[config.mk]
export PLATFORM = sky130hd
export DESIGN_NAME = cir_fifo
export DESIGN_NICKNAME = d
export VERILOG_FILES = /design/src/rtl/cir_pkg.sv /design/src/rtl/cir_fifo.sv
export SDC_FILE = /design/constraint.sdc
export NUM_CORES = 2
export LEC_CHECK = 0
export BUFFER_PORTS_ARGS = -buffer_cell sky130_fd_sc_hd__clkbuf_2
export CELL_PAD_IN_SITES_DETAIL_PLACEMENT = 0
export CELL_PAD_IN_SITES_GLOBAL_PLACEMENT = 1
export CORE_AREA = 2 2 581 583
export DETAILED_ROUTE_END_ITERATION = 8
export DIE_AREA = 0 0 583 585
export PLACE_DENSITY = 0.63
export SYNTH_ARGS = -nofsm -noshare
export SYNTH_HDL_FRONTEND = slang
export SYNTH_SLANG_ARGS = --single-unit
[constraint.sdc]
create_clock -name aclk -period 44.3 [get_ports aclk]
set_input_delay 11.075 -clock aclk [delete_from_list [all_inputs] [get_ports aclk]]
set_output_delay 11.075 -clock aclk [all_outputs]
set_load 0.005 [all_outputs]
[src/rtl/cir_pkg.sv]
`timescale 1ns / 1ps
`default_nettype none

package cir_pkg;

    // Fixed-point one in Q16.16.
    localparam int CIR_Q_ONE = 65536;
    // Upper bound kept on the impulse denominators.
    localparam logic [47:0] CIR_DEN_CAP = 48'h8000_0000_0000;
    // Default number of entries in the queue between the front and the back.
    localparam int CIR_FIFO_DEPTH = 4;
    // Quotient bits produced by each divider, one bit per stage.
    localparam int CIR_DIV_QW = 32;

    // One decoded contact as it travels from the front to the back.
    typedef struct packed {
        logic signed [31:0] nx;
        logic signed [31:0] ny;
        logic [31:0]        depth;
        logic signed [31:0] pax;
        logic signed [31:0] pay;
        logic signed [31:0] pbx;
        logic signed [31:0] pby;
        logic signed [31:0] ax;
        logic signed [31:0] ay;
        logic signed [31:0] bx;
        logic signed [31:0] by;
        logic signed [31:0] vax;
        logic signed [31:0] vay;
        logic signed [31:0] vbx;
        logic signed [31:0] vby;
        logic signed [31:0] wa;
        logic signed [31:0] wb;
        logic [31:0]        ma;
        logic [31:0]        mb;
        logic [31:0]        ia;
        logic [31:0]        ib;
        logic [15:0]        emin;
        logic [15:0]        fmin;
        logic [32:0]        sum;
        logic               flag;
    } ctx_t;

    // Queue status seen by the top level.
    typedef struct packed {
        logic full;
        logic empty;
    } fifo_stat_t;

endpackage

`default_nettype wire

[src/rtl/cir_fifo.sv]
`timescale 1ns / 1ps
`default_nettype none

module cir_fifo #(
    parameter int DEPTH = 4
) (
    input  logic                 aclk,
    input  logic                 aresetn,
    input  logic                 in_valid,
    output logic                 in_ready,
    input  cir_pkg::ctx_t        in_ctx,
    output logic                 out_valid,
    output cir_pkg::ctx_t        out_ctx,
    input  logic                 out_ready,
    output cir_pkg::fifo_stat_t  stat
);
    import cir_pkg::*;

    localparam int AW = (DEPTH > 1) ? $clog2(DEPTH) : 1;
    localparam int CW = $clog2(DEPTH + 1);

    ctx_t          mem_reg [DEPTH];
    logic [AW-1:0] wr_ptr_reg, wr_ptr_next;
    logic [AW-1:0] rd_ptr_reg, rd_ptr_next;
    logic [CW-1:0] cnt_reg, cnt_next;
    logic          push, pop;

    assign stat.full  = (cnt_reg == CW'(DEPTH));
    assign stat.empty = (cnt_reg == '0);
    assign in_ready   = !stat.full;
    assign out_valid  = !stat.empty;
    assign out_ctx    = mem_reg[rd_ptr_reg];
    assign push       = in_valid && in_ready;
    assign pop        = out_ready && out_valid;

    always_comb begin
        wr_ptr_next = wr_ptr_reg;
        rd_ptr_next = rd_ptr_reg;
        cnt_next    = cnt_reg;
        if (push) begin
            wr_ptr_next = (wr_ptr_reg == AW'(DEPTH - 1)) ? '0 : wr_ptr_reg + 1'b1;
        end
        if (pop) begin
            rd_ptr_next = (rd_ptr_reg == AW'(DEPTH - 1)) ? '0 : rd_ptr_reg + 1'b1;
        end
        if (push && !pop) begin
            cnt_next = cnt_reg + 1'b1;
        end else if (pop && !push) begin
            cnt_next = cnt_reg - 1'b1;
        end
    end

    always_ff @(posedge aclk) begin
        if (!aresetn) begin
            wr_ptr_reg <= '0;
            rd_ptr_reg <= '0;
            cnt_reg    <= '0;
        end else begin
            wr_ptr_reg <= wr_ptr_next;
            rd_ptr_reg <= rd_ptr_next;
            cnt_reg    <= cnt_next;
        end
    end

    always_ff @(posedge aclk) begin
        if (push) begin
            mem_reg[wr_ptr_reg] <= in_ctx;
        end
    end

endmodule

`default_nettype wire

Word-level counts from Yosys, hierarchy flattened:

Memories as Yosys holds them, arrays and structs flattened. A register that Yosys moved wholly into a read port is not among the register bits.
Cells that the tools add are included.

* reductions and logical operators: 10
* add/subtract/negate cells: 4
* eq/ne operators: 3
* mux-type cells: 8

Operators with widths (number)
* $mux W2: 4
* $mux W3: 2
* $add A2 B1 Y2 const B: 2
* $eq A2 B2 Y1 const B: 2
* $logic_and A1 B1 Y1: 4
* $logic_not A1 Y1: 4
* $add A3 B1 Y3 const B: 1
* $eq A3 B3 Y1 const B: 1
* $logic_not A3 Y1: 1
* $sub A3 B1 Y3 const B: 1
* $mux W1: 2
* $reduce_bool A2 Y1: 1

* bits of input ports: 742
* output and inout bits: 742
* flip-flop bits (word level): 7
* RAM bits: 2952
* memories: 1
* logic and storage cells: 29

Memory list
* mem_reg: depth 4, bits a word 738, rd ports 1, clocked after Yosys merged registers in 1, write ports 1, RTL line cir_fifo.sv:22 `ctx_t mem_reg [DEPTH];`

Logic depth before layout (Yosys ltp):

* word-level depth: 7
* gate-level depth with buffers: 9
* depth with buffers taken out: 8

Worst setup path after synthesis:

OpenSTA, ideal clock, no wires.

* path type: input-to-reg
* start: in in_valid
* end: mem mem_reg[3][0] (netlist bit) (enable)
* path buffers: 0
* arrival: 27817 ps
* library setup time: 1208 ps
* setup slack: 15275 ps
* cell stages on the path: 1
* required time: 43092 ps
* cells stage by stage: and3_1

* longest elaborated chain between the ends: 3

Ends and longest elaborated chain
* start, declared: RTL line cir_fifo.sv:9 `input logic in_valid,`
* $logic_and A1 B1 Y1: RTL line cir_fifo.sv:33 `assign push = in_valid && in_ready;`
* $mux W1: RTL line cir_fifo.sv:66 `if (push) begin`
* $mux W1 (implied by the code): RTL line cir_fifo.sv:67 `mem_reg[wr_ptr_reg] <= in_ctx;`
* end, declared: RTL line cir_fifo.sv:22

Every way passes these cells.

==> flow_summary.toml <==
[timing]
layout_setup_ws_ns = 26.54
fin_skew_ns = 0.0453
final_hold_viol_count = 0
min_period_ns = 17.76
rsz0062_at_grt = "no"
fmax_mhz = 56.3
setup_viol = 0
min_period_over_period = 0.401
setup_tns_ns = 0
relSlewSlack = 0.249
maxSlewViolCount = 0
tightest_slew_ns = 1.13

[synthesis]
synth_area_leaders = "edfxtp_1 82%, mux4_2 15%, buf_12 1.4%"
yosys_warnings = 0
yosysTopAreaCell = "edfxtp_1"
synth.most_common_cell = "edfxtp_1"
yosys_most_used_dff = "edfxtp_1"
yosysTopAreaCellShare = 0.823
ys_ff_latch = 2961
syn_nets = 4656
synth_common_cells = "2952 x edfxtp_1, 738 x mux4_2, 77 x buf_12"
synth_edf_count = 2952
synth.avg_cell_area_um2 = 27.6
ys_seq_area_frac = 0.824
synth_cell_types = 29
syn_area_um2 = 108000
syn_inst = 3907
async_flop_share = 0

[floorplan]
dieArea_um2 = 341000
start_util = 0.321
placementRows = 213
die_w_um = 583
die_h_um = 585
core_area_um2 = 335000
io_pins = 1484

[detailed_routing]
vias = 50500
post-route-drc-count = 0
routed_wl_mm = 299
drt-vias-per-instance = 4.90
drtPass1Iterations = 6
drtIter0Drc = 4217
wire_per_inst_um = 29.0
antenna_left = 0

[clock_network]
path_clk_slew_ns = 0.05
cts.sinks = 2961
clkLatencyLatePin_ns = 0.87
cts_setup_buffers = 0
cts_tree = "yes"
cts_made_buffers = 317
cts_htree_levels = 5
cts_hold_buf = 0
cts_resized = 0
cts-root-buf = "clkbuf_16"
clk_path_buf_depth = 4

[worst_setup_path]
start_kind = "flip-flop"
critPathMaxStageDelay_ns = 0.90
required_ns = 33.23
path_common_cell = "buf_4"
crit_type = "reg -> out"
path_max_fanout = 60
worstPathCellList = "buf_4, buf_4, buf_4, buf_4, buf_4, mux4_2, clkbuf_2"
arrival_ns = 6.69
slowest_stage = "buf_4"
crit_path_end_kind = "output port"

[global_routing]
track_usage = 0.170
grt_antenna_before_repair = 185
grt_max_degree = 123
grt_pass1_vias = 51300
grt-ovfl-total = 0
grt_pass1_wl_mm = 409

[run]
cap_violations = 0

[power]
leakage_nw = 42.6
p_sw_frac = 0.267
pwr-share-clk = 0.336
netSwitchingPower_mw = 2.01
ir_drop_uv = 37.6
p_int_mw = 5.50
pwr-share-comb = 0.203
p_seq_frac = 0.461
power.density_nw_per_um2 = 58.0

[place]
portBuffers = 1483
placed_cell_area_um2 = 119000
place_ws_ns = 27.17
dp_hpwl_mm = 207
routabilityCongestion = 0.844

[final_layout]
post-route-cell-area_um2 = 129000
fin_nets = 6369
final_util = 0.386
syn_to_final_growth_pct = 20.1
largest_reg_flops = 2952
fill_cells = 29900
drive_gt1_frac = 0.466

[hold_path]
hold_path.class = "reg -> reg"

[status]
status = "finished clean"
## critical path, delay by kind of cell (launching register included)
family                 cells  cell delay (ns)
buffers and inverters      6             4.07
DFF                        1             0.89
muxes                      1             0.42
## per-layer routing
layer,global-route usage,part of all wire,up-vias
met5,0,0.0023,-
met4,0.0601,0.038,108
met3,0.0749,0.11,650
met2,0.273,0.48,2231
met1,0.202,0.37,26900
li1,-,-,20700
## metrics by stage
step | power (mW) | hold slack (ns) | std cells
final | 7.51 | 0.520 | 10300
after global placement | 5.07 | 0.489 | 9708
after floorplan | 4.66 | 0.468 | 3907
after detailed placement | 5.08 | 0.508 | 9708
after CTS | 7.61 | 0.521 | 10300
after global routing | 7.80 | 0.561 | 10300
## layout make-up
type	instances	area, µm²	share of cell area
well taps	4407	5510	0.0426
repair buffers	1560	8110	0.0627
multi-input cells	775	16900	0.131
diodes	50	125	0.000967
clock buffers	397	8410	0.0650
flip-flops and latches	2961	88800	0.686
inverters	5	18.8	0.000145
clock inverters	166	1470	0.0113
## cell families (layout without fill, tap and decap cells)
logic type                 after synthesis  count (layout)  synth area share
AOI/OAI and AO/OA                        6               6          0.000325
xor gates and xnor gates                 2               2          0.000163
adders and majority gates                7               7          0.000882
buffers and inverters                  171            2128            0.0189
DFF                                   2961            2961             0.824
muxes                                  740             740             0.154
other                                    0              50                 0
and+or+nand+nor                         20              20           0.00102
## power groups by stage
stage | Clock [mW] | Sequential (mW) | Combinational, mW
CTS | 2.59 | 3.46 | 1.56
detailed placement | 0 | 3.52 | 1.56
floorplan | 0 | 3.75 | 0.910
finish | 2.52 | 3.46 | 1.53
global route | 2.69 | 3.48 | 1.62
global placement | 0 | 3.51 | 1.56
## worst paths after layout
path / start / to / slack (ns) / depth (start not counted)
max: flip-flop / out_ctx[606] / 26.54 / 7
max reg2reg: cnt_reg[0] / mem_reg[2][699] / 37.65 / 8
min reg2reg: rd_ptr_reg[1] / flip-flop / 0.52 / 2
min: rd_ptr_reg[1] / flip-flop / 0.52 / 2
## placed cells by master, fill, tap and decap left out, types with 2 or more instances in the layout
cell        count
clkbuf_1       71
dfxtp_1         7
mux4_2        738
clkinvlp_4      8
clkinv_1       66
buf_4          68
clkinv_4        6
clkinv_16       3
buf_12          9
clkbuf_2     1483
ha_1            6
nor2_1          2
nand3_1         2
inv_16          6
clkinv_8        3
inv_1           5
clkinv_2       49
o21ai_0         3
or3_1           2
mux2i_1         2
clkbuf_16     325
and3_4          4
diode_2        50
dfxtp_4         2
nand2_1         5
edfxtp_1     2952
inv_6           7
bufinv_16      18
No activity file was read; power rests on OpenSTA's default activity.
