`src/rtl/cir_pkg.sv`:
```
`timescale 1ns / 1ps
`default_nettype none

package cir_pkg;

    // Fixed-point one in Q16.16.
    localparam int CIR_Q_ONE = 65536;
    // Upper bound kept on the impulse denominators.
    localparam logic [47:0] CIR_DEN_CAP = 48'h8000_0000_0000;
    // Default number of entries in the queue between the front and the back.
    localparam int CIR_FIFO_DEPTH = 4;
    // Quotient bits produced by each divider, one bit per stage.
    localparam int CIR_DIV_QW = 32;

    // One decoded contact as it travels from the front to the back.
    typedef struct packed {
        logic signed [31:0] nx;
        logic signed [31:0] ny;
        logic [31:0]        depth;
        logic signed [31:0] pax;
        logic signed [31:0] pay;
        logic signed [31:0] pbx;
        logic signed [31:0] pby;
        logic signed [31:0] ax;
        logic signed [31:0] ay;
        logic signed [31:0] bx;
        logic signed [31:0] by;
        logic signed [31:0] vax;
        logic signed [31:0] vay;
        logic signed [31:0] vbx;
        logic signed [31:0] vby;
        logic signed [31:0] wa;
        logic signed [31:0] wb;
        logic [31:0]        ma;
        logic [31:0]        mb;
        logic [31:0]        ia;
        logic [31:0]        ib;
        logic [15:0]        emin;
        logic [15:0]        fmin;
        logic [32:0]        sum;
        logic               flag;
    } ctx_t;

    // Queue status seen by the top level.
    typedef struct packed {
        logic full;
        logic empty;
    } fifo_stat_t;

endpackage

`default_nettype wire

```
`src/rtl/cir_front.sv`:
```
`timescale 1ns / 1ps
`default_nettype none

module cir_front (
    input  logic            aclk,
    input  logic            aresetn,
    input  logic            s_valid,
    output logic            s_ready,
    input  logic [63:0]     s_normal_xy,
    input  logic [31:0]     s_depth,
    input  logic [63:0]     s_point_a_xy,
    input  logic [63:0]     s_point_b_xy,
    input  logic [63:0]     s_pos_a_xy,
    input  logic [63:0]     s_pos_b_xy,
    input  logic [63:0]     s_vel_a_xy,
    input  logic [63:0]     s_vel_b_xy,
    input  logic [63:0]     s_ang_vel_ab,
    input  logic [63:0]     s_inv_mass_ab,
    input  logic [63:0]     s_inv_inertia_ab,
    input  logic [63:0]     s_material_coeffs,
    output logic            out_valid,
    output cir_pkg::ctx_t   out_ctx,
    input  logic            out_ready
);
    import cir_pkg::*;

    logic vld_reg, vld_next;
    ctx_t ctx_reg, ctx_next;
    logic accept;

    assign s_ready   = !vld_reg || out_ready;
    assign accept    = s_valid && s_ready;
    assign out_valid = vld_reg;
    assign out_ctx   = ctx_reg;

    always_comb begin
        ctx_next.nx    = $signed(s_normal_xy[63:32]);
        ctx_next.ny    = $signed(s_normal_xy[31:0]);
        ctx_next.depth = s_depth;
        ctx_next.pax   = $signed(s_point_a_xy[63:32]);
        ctx_next.pay   = $signed(s_point_a_xy[31:0]);
        ctx_next.pbx   = $signed(s_point_b_xy[63:32]);
        ctx_next.pby   = $signed(s_point_b_xy[31:0]);
        ctx_next.ax    = $signed(s_pos_a_xy[63:32]);
        ctx_next.ay    = $signed(s_pos_a_xy[31:0]);
        ctx_next.bx    = $signed(s_pos_b_xy[63:32]);
        ctx_next.by    = $signed(s_pos_b_xy[31:0]);
        ctx_next.vax   = $signed(s_vel_a_xy[63:32]);
        ctx_next.vay   = $signed(s_vel_a_xy[31:0]);
        ctx_next.vbx   = $signed(s_vel_b_xy[63:32]);
        ctx_next.vby   = $signed(s_vel_b_xy[31:0]);
        ctx_next.wa    = $signed(s_ang_vel_ab[63:32]);
        ctx_next.wb    = $signed(s_ang_vel_ab[31:0]);
        ctx_next.ma    = s_inv_mass_ab[63:32];
        ctx_next.mb    = s_inv_mass_ab[31:0];
        ctx_next.ia    = s_inv_inertia_ab[63:32];
        ctx_next.ib    = s_inv_inertia_ab[31:0];
        // Smaller restitution and smaller friction of the pair.
        ctx_next.emin  = (s_material_coeffs[63:48] < s_material_coeffs[47:32]) ?
                         s_material_coeffs[63:48] : s_material_coeffs[47:32];
        ctx_next.fmin  = (s_material_coeffs[31:16] < s_material_coeffs[15:0]) ?
                         s_material_coeffs[31:16] : s_material_coeffs[15:0];
        ctx_next.sum   = {1'b0, s_inv_mass_ab[63:32]} + {1'b0, s_inv_mass_ab[31:0]};
        ctx_next.flag  = (s_inv_mass_ab == 64'd0);
        vld_next = vld_reg;
        if (accept) begin
            vld_next = 1'b1;
        end else if (out_ready) begin
            vld_next = 1'b0;
        end
    end

    always_ff @(posedge aclk) begin
        if (!aresetn) begin
            vld_reg <= 1'b0;
        end else begin
            vld_reg <= vld_next;
        end
    end

    always_ff @(posedge aclk) begin
        if (accept) begin
            ctx_reg <= ctx_next;
        end
    end

endmodule

`default_nettype wire

```
`config.mk`:
```
export PLATFORM = sky130hd
export DESIGN_NAME = cir_front
export DESIGN_NICKNAME = d
export VERILOG_FILES = /design/src/rtl/cir_pkg.sv /design/src/rtl/cir_front.sv
export SDC_FILE = /design/constraint.sdc
export NUM_CORES = 1
export LEC_CHECK = 0
export CAP_MARGIN = 25
export CORE_AREA = 2 2 575 577
export DETAILED_ROUTE_END_ITERATION = 10
export DIE_AREA = 0 0 577 579
export DONT_BUFFER_PORTS = 1
export PLACE_DENSITY = 0.3
export SLEW_MARGIN = 20
export SYNTH_ARGS = -nofsm -noshare
export SYNTH_HDL_FRONTEND = slang
export SYNTH_SLANG_ARGS = --single-unit
```
`constraint.sdc`:
```
create_clock -name aclk -period 20.5 [get_ports aclk]
set_clock_uncertainty 0.1 [all_clocks]
set_input_delay 2.05 -clock aclk [delete_from_list [all_inputs] [get_ports aclk]]
set_output_delay 2.05 -clock aclk [all_outputs]
set_load 0.005 [all_outputs]
```
**Word level (Yosys, flattened, before mapping)**

Cells that the tools add are included.

- Bits in registers: 739
- Bits in latches: 0
- Bits in writable memories: 0
- Memory bits (read-only): 0
- Input bits: 740
- Output and inout bits: 740
- Logic and storage cells: 38
- Memories: 0

- Add/sub/neg operators: 1
- Multiply operators: 0
- Divide/modulo/power cells: 0
- Order comparisons: 2
- Equal/unequal tests: 0
- Shifts and indexed selects: 0
- Muxes and demuxes: 4
- Bitwise logic cells: 0
- Reduce and logical (&&, ||, !) cells: 5

Operators by type and width:

| operator | number |
|---|---|
| logical NOT 64 bit | 1 |
| adder 32 x 32 -> 33 bit | 1 |
| < comparator 16 bit | 2 |
| two-way mux 16 bit | 2 |
| two-way mux 1 bit | 2 |
| nonzero test 2 bit | 1 |
| logical AND 1 bit | 1 |
| logical NOT 1 bit | 1 |
| logical OR 1 bit | 1 |

**Longest topological paths before layout**

Gate-level depths: netlist of run 1.

- Word-level depth: 4
- Gate-level depth with buffers: 9
- Depth with buffers taken out: 9

**Least setup slack after synthesis of run 1**

OpenSTA, ideal clock, no wires.

- Path kind: input-to-reg
- Start: input out_ready
- End: register ctx_reg (netlist bit out_ctx[0]), enable pin
- Library setup time: 1.204 ns
- Arrival: 18.844 ns
- Data required time: 19.196 ns
- Path slack: 0.352 ns
- Stages on the path: 2
- Path buffers: 0
- Cells stage by stage: nand2b_1 > and2_1

- Word-level cells in the longest chain between the ends: 2

Ends and longest elaborated chain:

| what | RTL line | source |
|---|---|---|
| start, declared | cir_front.sv:23 | `input logic out_ready` |
| logical OR 1 bit | cir_front.sv:31 | `assign s_ready = !vld_reg \|\| out_ready;` |
| logical AND 1 bit | cir_front.sv:32 | `assign accept = s_valid && s_ready;` |
| net accept | cir_front.sv:29 | `logic accept;` |
| end signal, assigned | cir_front.sv:83 | `ctx_reg <= ctx_next;` |
| end, declared | cir_front.sv:28 | `ctx_t ctx_reg, ctx_next;` |

The timed path passes the listed nets, and every way through them passes these cells.
A chain may end at the register's enable or synchronous reset.

**Final worst setup path of run 1**

- Start: input out_ready
- End: register ctx_reg (netlist bit out_ctx[321]), enable pin

Same word-level chain as after synthesis.

==> out/metrics.cfg, run 1 <==
[floorplanning]
rows=211
fp.dieH_um=579
coreArea_mm2=0.329
start_util=0.0766
die_area_mm2=0.334
fp.dieW_um=577
top_level_ports=1480

[detailed_routing]
via_per_inst=2.46
firstDrtPassIters=6
drtIter0Drc=1560
routed_wl_um=223000
dr_total_vias=14319
antenna_left=0
drc=0
wl_per_cell_um=38.4

[grt]
grt_pass1_wl_um=251000
grt_pass1_vias=12784
gr-total-overflow=0
antenna_found_initial=357
grtUsageTotal=0.128
grt_max_degree=70

[clock_tree]
cts.repair.resized=0
cts_buffer_depth=4
holdBufCountCts=0
root_buffer=clkbuf_16
htreeDepth=3
clk_pin_slew_ns=0.06
cts_tree=yes
clkSinkCount=739
postCtsSetupRepairBufs=0
cts_inserted_buffers=104
insertion_delay_ns=0.80

[worst_hold_path]
min_from=out_valid
worstHoldPathType=register to register

[synth]
synthAdderAreaFrac=0.0316
avgSynthCellArea_um2=22.0
synth_flop_cell=edfxtp_1
synth_largest_area_cell=edfxtp_1
synth.distinct_cells=55
synth.mux.area_fraction=0.0148
syn_nets=1947
synth_compound_area_frac=0.0338
synth_top_family_by_area=compound AO/OA/AOI/OAI gates
synth_warnings=0
synth-simple-area-share=0.0210
async_reset_ff_frac=0
yosysSeqAreaShare=0.881
synth-seq-cells=739
synth-xor-area-share=0.00974
synth_area_leaders=edfxtp_1 88%, ha_1 3.1%, mux2_1 0.89%
yosysTopAreaCellShare=0.880
synth_cells=1144
synth_edf_count=738
synth_area_mm2=0.0252

[placed_design]
port_buffers=0
dp_hpwl_um=198000
dp_cells=5518
place_congestion=1.02

[critical_path]
startpoint=out_ready
cp.arrival_ns=6.85
worstSetupPathType=input port to register
max_stage_delay_ns=0.74
crit_fanout=65
end_kind=register
r2r-start=out_valid
crit_slowest_cell=buf_4
startpoint_type=input port
crit_top_cell=buf_4
critPathRequiredTime_ns=20.92
path_cells=nand2b_1, and2_4, buf_4, buf_4, buf_4, buf_4, buf_4, buf_16
path_delay_family=buffers and inverters
path_buf_inv=6

[sta]
finalHoldWorstSlack_ns=0.869
setup_violations=0
fin_crit_ns=6.43
worst_slew_pin_slew_ns=0.924
setup-tns-final_ns=0
fmax_mhz=156
hold_viol_final=0
post-route-period-util=0.314
max_slew_margin=0.384
rsz0062_at_grt=no
slew_viol_final=0

[cells_and_area]
final_common_cell=edfxtp_1
nets=2061
fillers=37132
mostFrequentLayoutCells=738 x edfxtp_1, 105 x clkbuf_16, 62 x ha_1, 38 x inv_1, 33 x a21oi_1
syn_to_final_growth_pct=36.3
layout-drive-gt1-share=0.150
fin_cells=5812

[outcome]
outcome=completed

[power]
p_per_area_mw_per_mm2=113
total_power_mw=3.89
leakage_nw=10.3
irDropWorstVdd_uv=66.1

[flow_run]
cap_violations=0

-- worst paths after layout --
kind,to,slack (ns),depth (start not counted)
hold / removal,out_valid,0.87,2
setup / recovery,out_ctx[321],14.07,8
setup reg to reg,out_ctx[321],15.01,8
hold reg to reg,out_valid,0.87,2
-- state kept, by name, summed over array words and instances, names as in the netlist --
name and cells:
out_valid 1, out_ctx 738
-- worst register-to-register path: cells and delay by family, from the launching register on --
family	cells	cell delay (ns)
buf+inv	6	3.72
flops	1	0.33
simple gates	2	1.02
-- metal layers --
metal | vias to the layer above | wire (µm) | global-route usage
met3 | 587 | 36700 | 0.0882
met1 | 6829 | 75600 | 0.132
met4 | 136 | 5430 | 0.0192
met5 | - | 1440 | 0.0183
met2 | 1788 | 104000 | 0.212
li1 | 4979 | - | -
-- kinds of logic after synthesis --
kind of cell / after synthesis
AOI/OAI and AO/OA: 129
buffers and inverters: 46
muxes: 33
and+or+nand+nor: 106
DFF: 739
xor gates and xnor gates: 28
adders and majority gates: 63
-- synth_stat cells (5+ instances only) --
cell / count
nand3_1: 7
nand2_1: 26
xnor2_1: 15
nor2_1: 24
inv_1: 38
o21ai_0: 22
nand4_1: 12
xor2_1: 13
a21oi_1: 33
nor3_1: 5
a31oi_1: 5
ha_1: 62
mux2_1: 20
o21ai_1: 9
mux2_2: 13
edfxtp_1: 738
a21oi_2: 5
nor4_1: 17
a21o_1: 14
-- through the flow --
stage,worst slack [ns],instance area (µm²),utilization
floorplan,0.352,25200,-
global placement,13.18,30700,0.0933
detailed placement,13.25,30700,0.0935
CTS,14.18,34100,0.104
global route,13.81,34200,0.104
finish,14.07,34300,0.104
-- final cells by class --
cell class	instances	area, µm²	share of cell area
sequential	739	22200	0.646
tap	4366	5460	0.159
multi-input combinational	359	2800	0.0816
clock buffer	117	2670	0.0779
clock inverter	70	651	0.0190
antenna	107	268	0.00780
inverter	38	143	0.00416
timing repair buffer	16	141	0.00412
-- where the power goes --
group	total [mW]	switching [mW]	internal, mW	leakage, nW
registers	1.94	0.150	1.79	7.15
logic	0.134	0.0926	0.0412	1.50
clock network	1.82	0.782	1.03	1.60
total	3.89	1.02	2.87	10.3
Power figures use the tool's default switching activity.
==> run 2: changes to the inputs <==
==> constraint.sdc (replaced) <==
create_clock -name aclk -period 5.9 [get_ports aclk]
set_clock_uncertainty 0.1 [all_clocks]
set_input_delay 0.59 -clock aclk [delete_from_list [all_inputs] [get_ports aclk]]
set_output_delay 0.59 -clock aclk [all_outputs]
set_load 0.005 [all_outputs]
==> run 2 against run 1 <==
Cell area up 23%. Cell count up 13%. Count of clock-buffer cells in the layout up 6. Clock power rose to 3.9 times the previous value. Worst hold slack worse by 0.75 ns. Combinational power rose to 8.2 times the previous value. Critical path depth up 2. Critical endpoint is now out_ctx[53]. Flip-flop and latch count unchanged. Largest power group is now the clock network.
==> out/metrics.cfg, run 2 (synthesis results as in run 1) <==
[detailed_routing]
wl_per_cell_um=35.8
via_per_inst=2.62
drtIter0Drc=1096
routed_wl_um=235000
dr_total_vias=17132
antenna_left=0
firstDrtPassIters=5
drc=0

[placed_design]
port_buffers=0
place_congestion=0.958
dp_hpwl_um=203000
placed_cell_area_mm2=0.0308
dp_cells=5517

[critical_path]
path_buf_inv=3
critPathRequiredTime_ns=6.36
end_kind=register
max_stage_delay_ns=0.55
crit_slowest_cell=dlygate4sd3_1
worstSetupPathType=input port to register
path_cells=inv_1, ha_1, a21oi_1, a21boi_1, a2111oi_0, o21ai_1, a21oi_2, buf_6, mux2_2, dlygate4sd3_1
cp.arrival_ns=3.37
startpoint_type=input port
crit_fanout=9
path_delay_family=compound AO/OA/AOI/OAI gates

[cells_and_area]
fillers=36710
syn_to_final_growth_pct=67.6
fin_cells=6551
mostFrequentLayoutCells=738 x dlygate4sd3_1, 738 x edfxtp_1, 112 x clkbuf_16, 62 x ha_1, 38 x inv_1
regArea_mm2=0.0222
layout-drive-gt1-share=0.103
largest_reg_flops=738
multiInputGateArea_mm2=0.00280
fin_area_mm2=0.0422
nets=2805

[clock_tree]
cts_tree=yes
cts_inserted_buffers=111
root_buffer=clkbuf_16
cts_buffer_depth=4
insertion_delay_ns=0.80
htreeDepth=3
clk_pin_slew_ns=0.05
postCtsSetupRepairBufs=0
clkSinkCount=739
holdBufCountCts=738
cts.repair.resized=0

[grt]
gr-total-overflow=0
gr-usage-met2=0.225
grtUsageMet3=0.0859
grt_use_met1=0.143
antenna_found_initial=315
grtUsageTotal=0.134
grt_max_degree=143
grt_busiest_layer=met2
grt_pass1_wl_um=269000
grt_pass1_vias=16931

[floorplanning]
start_util=0.0766
fp.dieH_um=579
die_area_mm2=0.334
fp.dieW_um=577
top_level_ports=1480
rows=211
coreArea_mm2=0.329

[sta]
rsz0062_at_grt=no
fin_crit_ns=2.91
setup_violations=0
hold_viol_final=0
slew_viol_final=0
fmax_mhz=343
worst_slew_pin_slew_ns=1.17
post-route-period-util=0.494
max_slew_margin=0.221

[outcome]
outcome=completed

[power]
p_per_area_mw_per_mm2=354
leakage_nw=13.6
irDropWorstVdd_uv=212

[worst_hold_path]
worstHoldPathType=input port to register

[flow_run]
cap_violations=0

## run 2: cell count changes in the layout (fill, tap and decap cells not counted), sizes merged
cell         delta
dlygate4sd3   +738
diode          -13
bufinv         +11
inv             -9
clkbuf          +6
clkinv          +5
clkinvlp        +2
buf             -1
## run 2: area by class of cell
type                    instances  share of cell area
clock inverters                79              0.0218
repair buffers                753               0.180
flip-flops and latches        739               0.526
inverters                      38             0.00338
well taps                    4366               0.129
multi-input cells             359              0.0664
diodes                         94             0.00558
clock buffers                 123              0.0674
## run 2: worst paths after layout
| path | start | to | slack (ns) | cells after the start |
|---|---|---|---|---|
| max | s_material_coeffs[34] | out_ctx[53] | 2.99 | 10 |
| min | s_inv_mass_ab[32] | out_ctx[1] | 0.12 | 1 |
| max reg2reg | out_valid | out_ctx[98] | 3.40 | 3 |
| min reg2reg | out_valid | out_ctx[601] | 1.01 | 2 |
## run 2: power by group
| part | total (mW) | switching [mW] | internal, mW |
|---|---|---|---|
| Clock | 7.07 | 2.82 | 4.25 |
| Combinational | 1.10 | 0.602 | 0.500 |
| Sequential | 6.78 | 0.557 | 6.22 |
| Total | 14.9 | 3.98 | 11.0 |
## run 2: through the flow
step                      setup slack (ns)  total power [mW]  hold slack, ns  TNS, ns    util
after floorplan                     -0.456              6.81           0.421  -336.51       -
after global placement                2.45              7.47           0.476        0  0.0936
after detailed placement              2.39              7.46           0.487        0  0.0937
after CTS                             3.06              15.4          0.0219        0   0.128
after global routing                  2.83              15.6          0.0607        0   0.128
final                                 2.99              14.9           0.119        0   0.128
## run 2: routing by layer
metal / part of all wire / up-vias / wire length (µm)
li1: - / 6477 / -
met1: 0.36 / 8252 / 84300
met2: 0.47 / 1664 / 110000
met3: 0.14 / 591 / 33800
met4: 0.023 / 148 / 5380
met5: 0.0047 / - / 1090
